### config.mk
export PLATFORM = sky130hd
export DESIGN_NAME = mhpq_cell
export DESIGN_NICKNAME = d
export VERILOG_FILES = /design/src/max_heap_priority_queue_assert.svh /design/src/mhpq_pkg.sv /design/src/mhpq_cell.sv
export SDC_FILE = /design/constraint.sdc
export NUM_CORES = 1
export LEC_CHECK = 0
export ABC_AREA = 1
export BUFFER_PORTS_ARGS = -buffer_cell sky130_fd_sc_hd__buf_2
export CAP_MARGIN = 15
export CORE_ASPECT_RATIO = 0.8
export CORE_MARGIN = 2
export CORE_UTILIZATION = 48
export DETAILED_ROUTE_END_ITERATION = 8
export PLACE_DENSITY = 0.83
export SLEW_MARGIN = 20
export SYNTH_ARGS = -nofsm -noshare
export SYNTH_HDL_FRONTEND = slang
export SYNTH_SLANG_ARGS = --single-unit
### constraint.sdc
create_clock -name clk -period 3 [get_ports clk]
set_input_delay 0.15 -clock clk [delete_from_list [all_inputs] [get_ports clk]]
set_output_delay 0.15 -clock clk [all_outputs]
set_load 0.03 [all_outputs]
### src/max_heap_priority_queue_assert.svh
// assertion macros for the max heap priority queue
// no dependencies; included by the modules that carry checks
`ifndef MAX_HEAP_PRIORITY_QUEUE_ASSERT_SVH
`define MAX_HEAP_PRIORITY_QUEUE_ASSERT_SVH
`ifndef SYNTHESIS
// implication property, disabled during reset
`define MHPQ_ASSERT(lbl, clk, rst, prop, msg) \
  lbl: assert property (@(posedge clk) disable iff (rst) (prop)) else $error(msg);
// plain expression that holds on every clock out of reset
`define MHPQ_ASSERT_ALWAYS(lbl, clk, rst, expr, msg) \
  lbl: assert property (@(posedge clk) disable iff (rst) (expr)) else $error(msg);
`else
`define MHPQ_ASSERT(lbl, clk, rst, prop, msg)
`define MHPQ_ASSERT_ALWAYS(lbl, clk, rst, expr, msg)
`endif
`endif

### src/mhpq_pkg.sv
// shared types and constants for the max heap priority queue
// no dependencies
`default_nettype none
package mhpq_pkg;

  localparam int CAPACITY = 64;
  localparam int DATA_W   = 32;
  localparam int COUNT_W  = $clog2(CAPACITY + 1);

  typedef enum logic [1:0] {
    OP_INSERT = 2'd0,
    OP_DELETE = 2'd1,
    OP_SORT   = 2'd2
  } op_t;

  typedef enum logic [1:0] {
    STATUS_OK    = 2'd0,
    STATUS_FULL  = 2'd1,
    STATUS_EMPTY = 2'd2
  } status_t;

  typedef enum logic [1:0] {
    CELL_HOLD       = 2'd0,
    CELL_INSERT     = 2'd1,
    CELL_SHIFT_UP   = 2'd2,
    CELL_SHIFT_DOWN = 2'd3
  } cell_op_t;

  // command broadcast from the controller to every cell
  typedef struct packed {
    cell_op_t                   op;
    logic signed [DATA_W-1:0]   new_value;
  } cell_ctrl_t;

endpackage
`default_nettype wire

### src/mhpq_cell.sv
// one cell of the sorted chain: holds one entry, trades with its neighbors
// depends on mhpq_pkg
`default_nettype none
module mhpq_cell
  import mhpq_pkg::*;
(
  input  wire                      clk,
  input  cell_ctrl_t               ctrl,
  input  wire                      occupied,
  input  wire signed [DATA_W-1:0]  upper_value,
  input  wire                      upper_take,
  input  wire signed [DATA_W-1:0]  lower_value,
  output logic signed [DATA_W-1:0] value,
  output logic                     take
);

  logic signed [DATA_W-1:0] value_next;

  // new entry belongs here or above when this slot is empty or smaller
  assign take = !occupied || (ctrl.new_value > value);

  always_comb begin
    value_next = value;
    case (ctrl.op)
      CELL_INSERT: begin
        if (upper_take) begin
          value_next = upper_value;
        end else if (take) begin
          value_next = ctrl.new_value;
        end
      end
      CELL_SHIFT_UP:   value_next = lower_value;
      CELL_SHIFT_DOWN: value_next = upper_value;
      default:         value_next = value;
    endcase
  end

  always_ff @(posedge clk) begin
    value <= value_next;
  end

endmodule
`default_nettype wire

==> results of run 1 <==
-- through the flow --
step	instances	total power [mW]	setup slack [ns]
5_1_grt	570	1.55	0.152
6_report	570	1.46	0.404
3_5_place_dp	562	1.16	0.443
4_1_cts	570	1.47	0.426
3_3_place_gp	562	1.14	0.506
2_1_floorplan	365	0.963	0.178
-- power by group through the flow --
stage / Combinational (mW) / Clock [mW] / Sequential [mW]
5_1_grt: 0.634 / 0.329 / 0.591
3_3_place_gp: 0.551 / 0 / 0.591
4_1_cts: 0.571 / 0.315 / 0.585
3_5_place_dp: 0.567 / 0 / 0.594
2_1_floorplan: 0.269 / 0 / 0.695
6_report: 0.569 / 0.311 / 0.584
-- cell usage in the layout (no fill, tap or decap), drive strengths merged --
master / netlist / final
a21o: 1 / 1
a21oi: 14 / 14
buf: 6 / 137
clkbuf: 15 / 7
clkinv: 0 / 1
edfxtp: 32 / 32
ha: 32 / 32
inv: 74 / 74
nand2: 41 / 41
nand3: 37 / 37
nand4: 2 / 2
nor2: 41 / 41
nor3: 1 / 1
nor3b: 1 / 1
o211ai: 1 / 1
o21a: 1 / 1
o21ai: 34 / 34
o221ai: 31 / 31
or2: 1 / 1
-- worst min path at each step --
stage,from,endpoint,cells after the start
floorplan,upper_value[0],value[0],2
global placement,upper_value[0],value[0],3
detailed placement,upper_value[0],value[0],3
CTS,upper_value[0],value[0],3
global route,upper_value[26],value[26],3
finish,upper_value[7],value[7],3
-- cells by family (layout without fill, tap and decap cells) --
group / after synthesis / in the layout
compound gates: 82 / 82
fa+ha+maj: 32 / 32
buf+inv: 95 / 219
flops: 32 / 32
simple gates: 124 / 124
-- cells in the mapped netlist (all sizes together) --
cell | n | area [sq um]
inv | 74 | 278
nand2 | 41 | 159
nor2 | 41 | 159
nand3 | 37 | 195
o21ai | 34 | 170
edfxtp | 32 | 961
ha | 32 | 400
o221ai | 31 | 272
clkbuf | 15 | 56.3
a21oi | 14 | 85.1
buf | 6 | 36.3
nand4 | 2 | 12.5
a21o | 1 | 7.51
nor3 | 1 | 10.0
nor3b | 1 | 12.5
o211ai | 1 | 7.51
o21a | 1 | 8.76
or2 | 1 | 6.26
-- routing by layer --
metal | share of wire [%] | up-vias | GRT usage [%]
met3 | 10 | 5 | 6.30
met2 | 46 | 148 | 42.1
met1 | 43 | 1372 | 31.0
li1 | - | 1504 | -
met4 | 0.44 | 0 | 5.81
met5 | 0 | - | 0
-- worst max-delay path: cells and delay by family, from the launching register on --
family,cells,cell delay [ns]
AO/OA/AOI/OAI,2,0.31
adder cells (fa/ha/maj),1,0.31
buffers and inverters,2,0.34
flip-flops,1,0.37
AND/OR/NAND/NOR,9,0.97
-- final cells by class --
class	instances	area share, %
multi-input combinational	238	41.6
timing repair buffer	137	19.2
tap	81	2.80
inverter	74	7.67
clock inverter	1	0.104
sequential	32	26.5
clock buffer	7	2.11
==> impl_metrics.ini, run 1 <==
[routing]
drt-vias-per-instance = 5.31
drc = 0
wirelength_um = 7930
wire_per_inst_um = 13.9
vias = 3029
dr.pass1.iters = 5
ant_nets = 0
drt_iter0_markers = 161

[setup_path]
crit_path_end = value[27]
r2r_cells = 14
cp_max_fo = 12
start_kind = register
critPathRequiredTime_ns = 2.97
reg2reg_to = value[27]
path_class = register to register
slowest_delay_ns = 0.37
crit_top_cell = nand2_1
crit_path_top_delay_cell = edfxtp_1
rr_startpoint = value[21]
path_cells = inv_1, ha_1, a21oi_1, nor2_1, nor2_1, nand3_2, a21oi_4, nand3_1, nand2_1, nand2_1, nand3_1, nand2_1, nand2_1, buf_4
worstPathArrival_ns = 2.57
ff2ff_setup_slack_ns = 0.40
cp-startpoint = value[21]
cp-end-kind = register

[worst_hold_path]
hp-class = input pin to register

[sta]
worst_pin_slew_ns = 0.670
holdWs_ns = 0.202
setup_violations = 0
min_period_ns = 2.60
fin_crit_sh_pct = 86.5
finalHoldViolations = 0
rsz0062_at_grt = no
relSlewSlack_pct = 55.3
tns_ns = 0
fmax_mhz = 385
drv_slew = 0
fin_worst_skew_ns = 0.0105

[clock_tree]
path_clk_slew_ns = 0.06
postCtsSetupBuffers = 0
numClockSinks = 32
clock_tree.buffer_depth = 2
cts_tree = done
cts.root.buffer_cell = clkbuf_8
cts_inserted_buffers = 5
cts_hold_buf = 0
cts_resized = 0
worst_skew_pair.late_latency_ns = 0.28
cts-htree-levels = 2

[power_and_ir_drop]
pwr-share-seq_pct = 39.9
clkPwrFrac_pct = 21.2
intPower_mw = 0.927
comb_power_share_pct = 38.8
vdd.ir_drop.worst_mv = 0.168
power_density_nw_per_um2 = 404
swShare_pct = 36.7
p_leak_nw = 1.90
switchingPower_mw = 0.537

[placement]
portBuffers = 133
hpwl_um = 6120
dpl_cell_area_sq_um = 3540
globalplace.congestion = 0.825

[job]
max_cap_violations = 0

[layout]
drive_gt1_share_pct = 32.3
nets = 621
largest_reg_flops = 32
fillers = 552
regArea_sq_um = 961
final_cell_area_sq_um = 3620
area_growth_pct = 27.7
largestRegisters = value: 32 flops
final_util_pct = 62.2
n_antenna_cell = 0
largest-register = value
multi_input_area_sq_um = 1510

[floorplan]
rows = 25
ios = 134
die_h_um = 72.8
core_sq_um = 5820
die_area_sq_um = 6540
initial_utilization_pct = 48.8
die_w_um = 89.9

[global_routing]
overflow = 0
grt_max_degree = 35
antenna_found_initial = 0
grt_first_pass_wirelength_um = 12800
grt_usage_pct = 24.3
grt_pass1_vias = 2772

[synth]
yosys_warnings = 0
synth-seq-cells = 32
ys_seq_area_share_pct = 33.9
synth_xor_area_share_pct = 0
synth_area_sq_um = 2840
muxShareOfSynthArea_pct = 0
ys_types = 26
synth-simple-area-share_pct = 19.5
syn_inst = 365
synth-compound-area-share_pct = 19.4
syn_area_per_cell_sq_um = 7.77
synth-adder-area-share_pct = 14.1
synth_top_family_by_area = simple AND/OR/NAND/NOR gates
syn-num-nets = 498

[status]
status = complete, no violations
Note: power is estimated with default switching activity, not from simulation.
==> run 2: changes to the inputs <==
--- a/constraint.sdc
+++ b/constraint.sdc
@@ -3,2 +3,2 @@
 set_output_delay 0.15 -clock clk [all_outputs]
-set_load 0.03 [all_outputs]
+set_load 0.1 [all_outputs]
==> run 2 against run 1 <==
- hold slack got worse by 0.014 ns
- sequential power barely moved
- wire length is 2.4% higher
- setup slack gained 0.049 ns
- maximum frequency rose by 1.9%
- via count down 0.30%
- final cell count did not move
==> impl_metrics.ini, run 2 (synthesis results as in run 1) <==
[setup_path]
path_depth = 13
critPathRequiredTime_ns = 2.85
slowest_delay_ns = 0.43
cp-end-kind = output pin
start_kind = register
cp.buffers_inverters = 2
path_cells = inv_1, ha_1, nand2_1, nor2_1, nand3_2, nor3b_2, nand2_1, nand2_1, nand2_1, nand2_1, nand2_1, nand2_1, buf_2
cp_top_family = simple AND/OR/NAND/NOR gates
crit_top_cell = nand2_1
cp_max_fo = 2
path_class = register to output pin
worstPathArrival_ns = 2.40
r2r_cells = 14
crit_path_top_delay_cell = buf_2

[global_routing]
overflow = 0
grt_max_degree = 35
grt_pass1_vias = 2939
antenna_found_initial = 0
grt_usage_pct = 24.9
grt_first_pass_wirelength_um = 13100

[sta]
rsz0062_at_grt = no
fmax_mhz = 393
tns_ns = 0
min_period_ns = 2.55
finalWorstSetupSlack_ns = 0.453
relSlewSlack_pct = 63.9
fin_worst_skew_ns = 0.00690
finalHoldViolations = 0
fin_crit_sh_pct = 84.9
setup_violations = 0
drv_slew = 0
worst_pin_slew_ns = 0.540

[layout]
largest_reg_flops = 32
multi_input_area_sq_um = 1510
largestRegisters = value: 32 flops
drive_gt1_share_pct = 32.5
fillers = 539
area_growth_pct = 27.9
layout_commonest_cell = buf_2
layout_common_cells = 133 x buf_2, 69 x inv_1, 39 x nor2_1
nets = 621
final_cell_area_sq_um = 3630
n_antenna_cell = 0
largest-register = value
regArea_sq_um = 961

[placement]
dpl_cell_area_sq_um = 3550
globalplace.congestion = 0.776
hpwl_um = 6050
portBuffers = 133
place_ws_ns = 0.534

[routing]
wire_per_inst_um = 14.2
dr.pass1.iters = 5
wirelength_um = 8120
drt-vias-per-instance = 5.30
drc = 0
vias = 3020
drt_iter0_markers = 161
ant_nets = 0

[floorplan]
core_sq_um = 5820
die_h_um = 72.8
die_area_sq_um = 6540
rows = 25
initial_utilization_pct = 48.8
ios = 134
die_w_um = 89.9

[power_and_ir_drop]
vdd.ir_drop.worst_mv = 0.296
power_density_nw_per_um2 = 484
p_leak_nw = 1.90

[clock_tree]
cts_inserted_buffers = 5
numClockSinks = 32
worst_skew_pair.late_latency_ns = 0.29
cts-htree-levels = 2
cts_resized = 0
postCtsSetupBuffers = 0
cts_tree = done
path_clk_slew_ns = 0.07
cts_hold_buf = 0
cts.root.buffer_cell = clkbuf_8
clock_tree.buffer_depth = 2

[status]
status = complete, no violations

[worst_hold_path]
hp-class = input pin to register
whs_path_depth = 3

[job]
max_cap_violations = 0
run 2: changes by cell type in the layout (fill, tap and decap cells not counted):
cell,before,now
nand2_1,39,38
nand2_4,0,1
run 2: metrics by stage:
step | std cells | hold slack [ns] | power (mW) | utilization, %
global placement | 562 | 0.481 | 1.42 | 61.0
floorplan | 365 | 0.363 | 1.24 | -
finish | 570 | 0.188 | 1.76 | 62.4
global route | 570 | 0.199 | 1.85 | 62.4
detailed placement | 562 | 0.483 | 1.44 | 61.0
CTS | 570 | 0.179 | 1.77 | 62.4
run 2: worst min-delay path, delay by kind of cell:
family	cells	cell delay (ns)
simple gates	1	0.07
compound gates	1	0.06
buf+inv	1	0.08
run 2: power breakdown:
part	internal (mW)	switching [mW]
Combinational	0.206	0.642
Sequential	0.559	0.0254
Clock	0.161	0.162
Total	0.926	0.829
run 2: final timing paths:
check,startpoint,to,slack [ns]
max reg2reg,value[23],value[12],0.53
min reg2reg,value[0],value[28],1.52
max,value[23],take,0.45
min,upper_value[22],value[22],0.19
run 2: cell type report:
cell class,count,area share (%)
Clock buffer,7,2.10
Multi-Input combinational cell,238,41.7
Sequential cell,32,26.5
Tap cell,81,2.79
Inverter,74,7.66
Clock inverter,1,0.103
Timing Repair Buffer,137,19.2
run 2: layer usage:
layer	global-route usage (%)	vias to the layer above	wire, um
met5	0	-	0
met4	7.69	0	100
met3	5.58	9	636
met2	45.4	136	3870
met1	29.9	1375	3510
li1	-	1500	-
==> run 3: changes to the inputs <==
clock period = 2.5 ns   (was 3 ns; I/O delays follow)
==> run 3 against run 2 <==
- global-route usage fell by 0.13 points
- critical path depth did not move
- sequential share of layout area fell by 0.48 points
- sequential power rose by 20%
- utilization rose by 1.2 points
- die area did not move
- final area rose by 1.9%
- sequential cell count did not move
- clock skew rose by 0.0018 ns
- register-to-register slack got worse by 0.33 ns
- first-iteration DRC count fell by 6.8%
- setup slack got worse by 0.27 ns
- largest power group unchanged
==> impl_metrics.ini, run 3 (synthesis results as in run 1) <==
[status]
status = complete, no violations

[setup_path]
ff2ff_setup_slack_ns = 0.20
path_cells = inv_1, ha_1, nand2_1, nor2_1, nand2_2, nor3b_2, nand2_1, nand2_1, nand2_1, nand2_1, nand2_1, nand2_2, buf_4
cp_top_family = simple AND/OR/NAND/NOR gates
crit_path_top_delay_cell = edfxtp_1
slowest_delay_ns = 0.35
cp_max_fo = 2
path_class = register to output pin
start_kind = register
reg2reg_to = value[12]
cp-end-kind = output pin
cp.buffers_inverters = 2
critPathRequiredTime_ns = 2.38
rr_startpoint = value[25]
r2r_cells = 14
crit_top_cell = nand2_1
worstPathArrival_ns = 2.19

[layout]
layout_commonest_cell = buf_2
final_cell_area_sq_um = 3700
layout.cells.non_filler = 572
nets = 623
n_antenna_cell = 0
area_growth_pct = 30.3
largest_reg_flops = 32
layout_common_cells = 132 x buf_2, 68 x inv_1, 38 x nor2_1
drive_gt1_share_pct = 33.8
largestRegisters = value: 32 flops
largest-register = value

[floorplan]
rows = 25
ios = 134
die_h_um = 72.8
die_area_sq_um = 6540
initial_utilization_pct = 48.8
core_sq_um = 5820
die_w_um = 89.9

[worst_hold_path]
hp-start = upper_value[7]
hold_path_end = value[7]
hp-class = input pin to register
whs_path_depth = 3

[routing]
dr.pass1.iters = 4
wire_per_inst_um = 14.1
drt-vias-per-instance = 5.39
drc = 0
vias = 3084
ant_nets = 0
drt_iter0_markers = 150
wirelength_um = 8040

[clock_tree]
path_clk_slew_ns = 0.07
clock_tree.buffer_depth = 2
cts_tree = done
worst_skew_pair.late_latency_ns = 0.28
cts.root.buffer_cell = clkbuf_8
numClockSinks = 32
cts_inserted_buffers = 5
cts-htree-levels = 2
postCtsSetupBuffers = 0

[global_routing]
grt_max_degree = 35
grt_first_pass_wirelength_um = 13200
overflow = 0
antenna_found_initial = 0
grt_usage_pct = 24.8
grt_pass1_vias = 2971

[sta]
fmax_mhz = 432
rsz0062_at_grt = no
setup_violations = 0
finalWorstSetupSlack_ns = 0.184
min_period_ns = 2.32
fin_worst_skew_ns = 0.00865
finalHoldViolations = 0
relSlewSlack_pct = 57.7
drv_slew = 0
fin_crit_sh_pct = 92.7
holdWs_ns = 0.168
worst_pin_slew_ns = 0.633

[placement]
portBuffers = 133
dpl_cell_area_sq_um = 3580
hpwl_um = 6000
globalplace.congestion = 0.787
place_inst = 562
place_ws_ns = 0.174

[power_and_ir_drop]
power_density_nw_per_um2 = 573
total_power_mw = 2.12
p_leak_nw = 1.91
vdd.ir_drop.worst_mv = 0.301

[job]
max_cap_violations = 0
==> run 3: area by class of cell <==
type	instances	area, sq um
fillers	550	2120
clock inverters	1	3.75
inverters	74	278
clock buffers	7	76.3
repair buffers	137	698
well taps	81	101
flip-flops and latches	32	961
multi-input cells	240	1580
==> run 3: how the worst max path moves through the flow <==
stage / depth (start not counted) / slack (ns) / end / start
floorplan: 14 / -0.20 / value[0] / value[21]
global placement: 14 / 0.25 / value[29] / value[25]
detailed placement: 14 / 0.17 / value[6] / value[25]
CTS: 13 / 0.03 / take / value[29]
global route: 14 / 0.007 / value[14] / value[23]
finish: 13 / 0.18 / take / value[25]
==> run 3: report_power, final <==
group	total [mW]	switching, mW	internal [mW]	leakage (nW)
registers	0.700	0.0306	0.670	0.329
clock network	0.382	0.188	0.194	0.0399
logic	1.03	0.778	0.256	1.55
==> run 3: worst min-delay path: cells and delay by family <==
kind / cells / cell delay, ns
AOI/OAI and AO/OA: 1 / 0.06
and+or+nand+nor: 1 / 0.07
buffers and inverters: 1 / 0.08
==> run 3: timing repair <==
item | 4_1_cts | 5_1_grt
hold buffers | 0 | 0
gates resized for setup | 0 | 4
setup endpoints to repair | 0 | 33
==> run 3: per-stage QoR <==
stage / setup TNS [ns] / util (%)
2_1_floorplan: -6.44 / -
3_3_place_gp: 0 / 61.5
6_report: 0 / 63.5
4_1_cts: 0 / 62.9
5_1_grt: 0 / 63.5
3_5_place_dp: 0 / 61.5
==> run 3: routing by layer <==
| metal | GRT usage (%) | up-vias | part of all wire (%) |
|---|---|---|---|
| met5 | 0 | - | 0 |
| met2 | 44.9 | 141 | 47 |
| met3 | 5.68 | 21 | 7.8 |
| li1 | - | 1511 | - |
| met1 | 28.9 | 1411 | 43 |
| met4 | 10.3 | 0 | 2.4 |
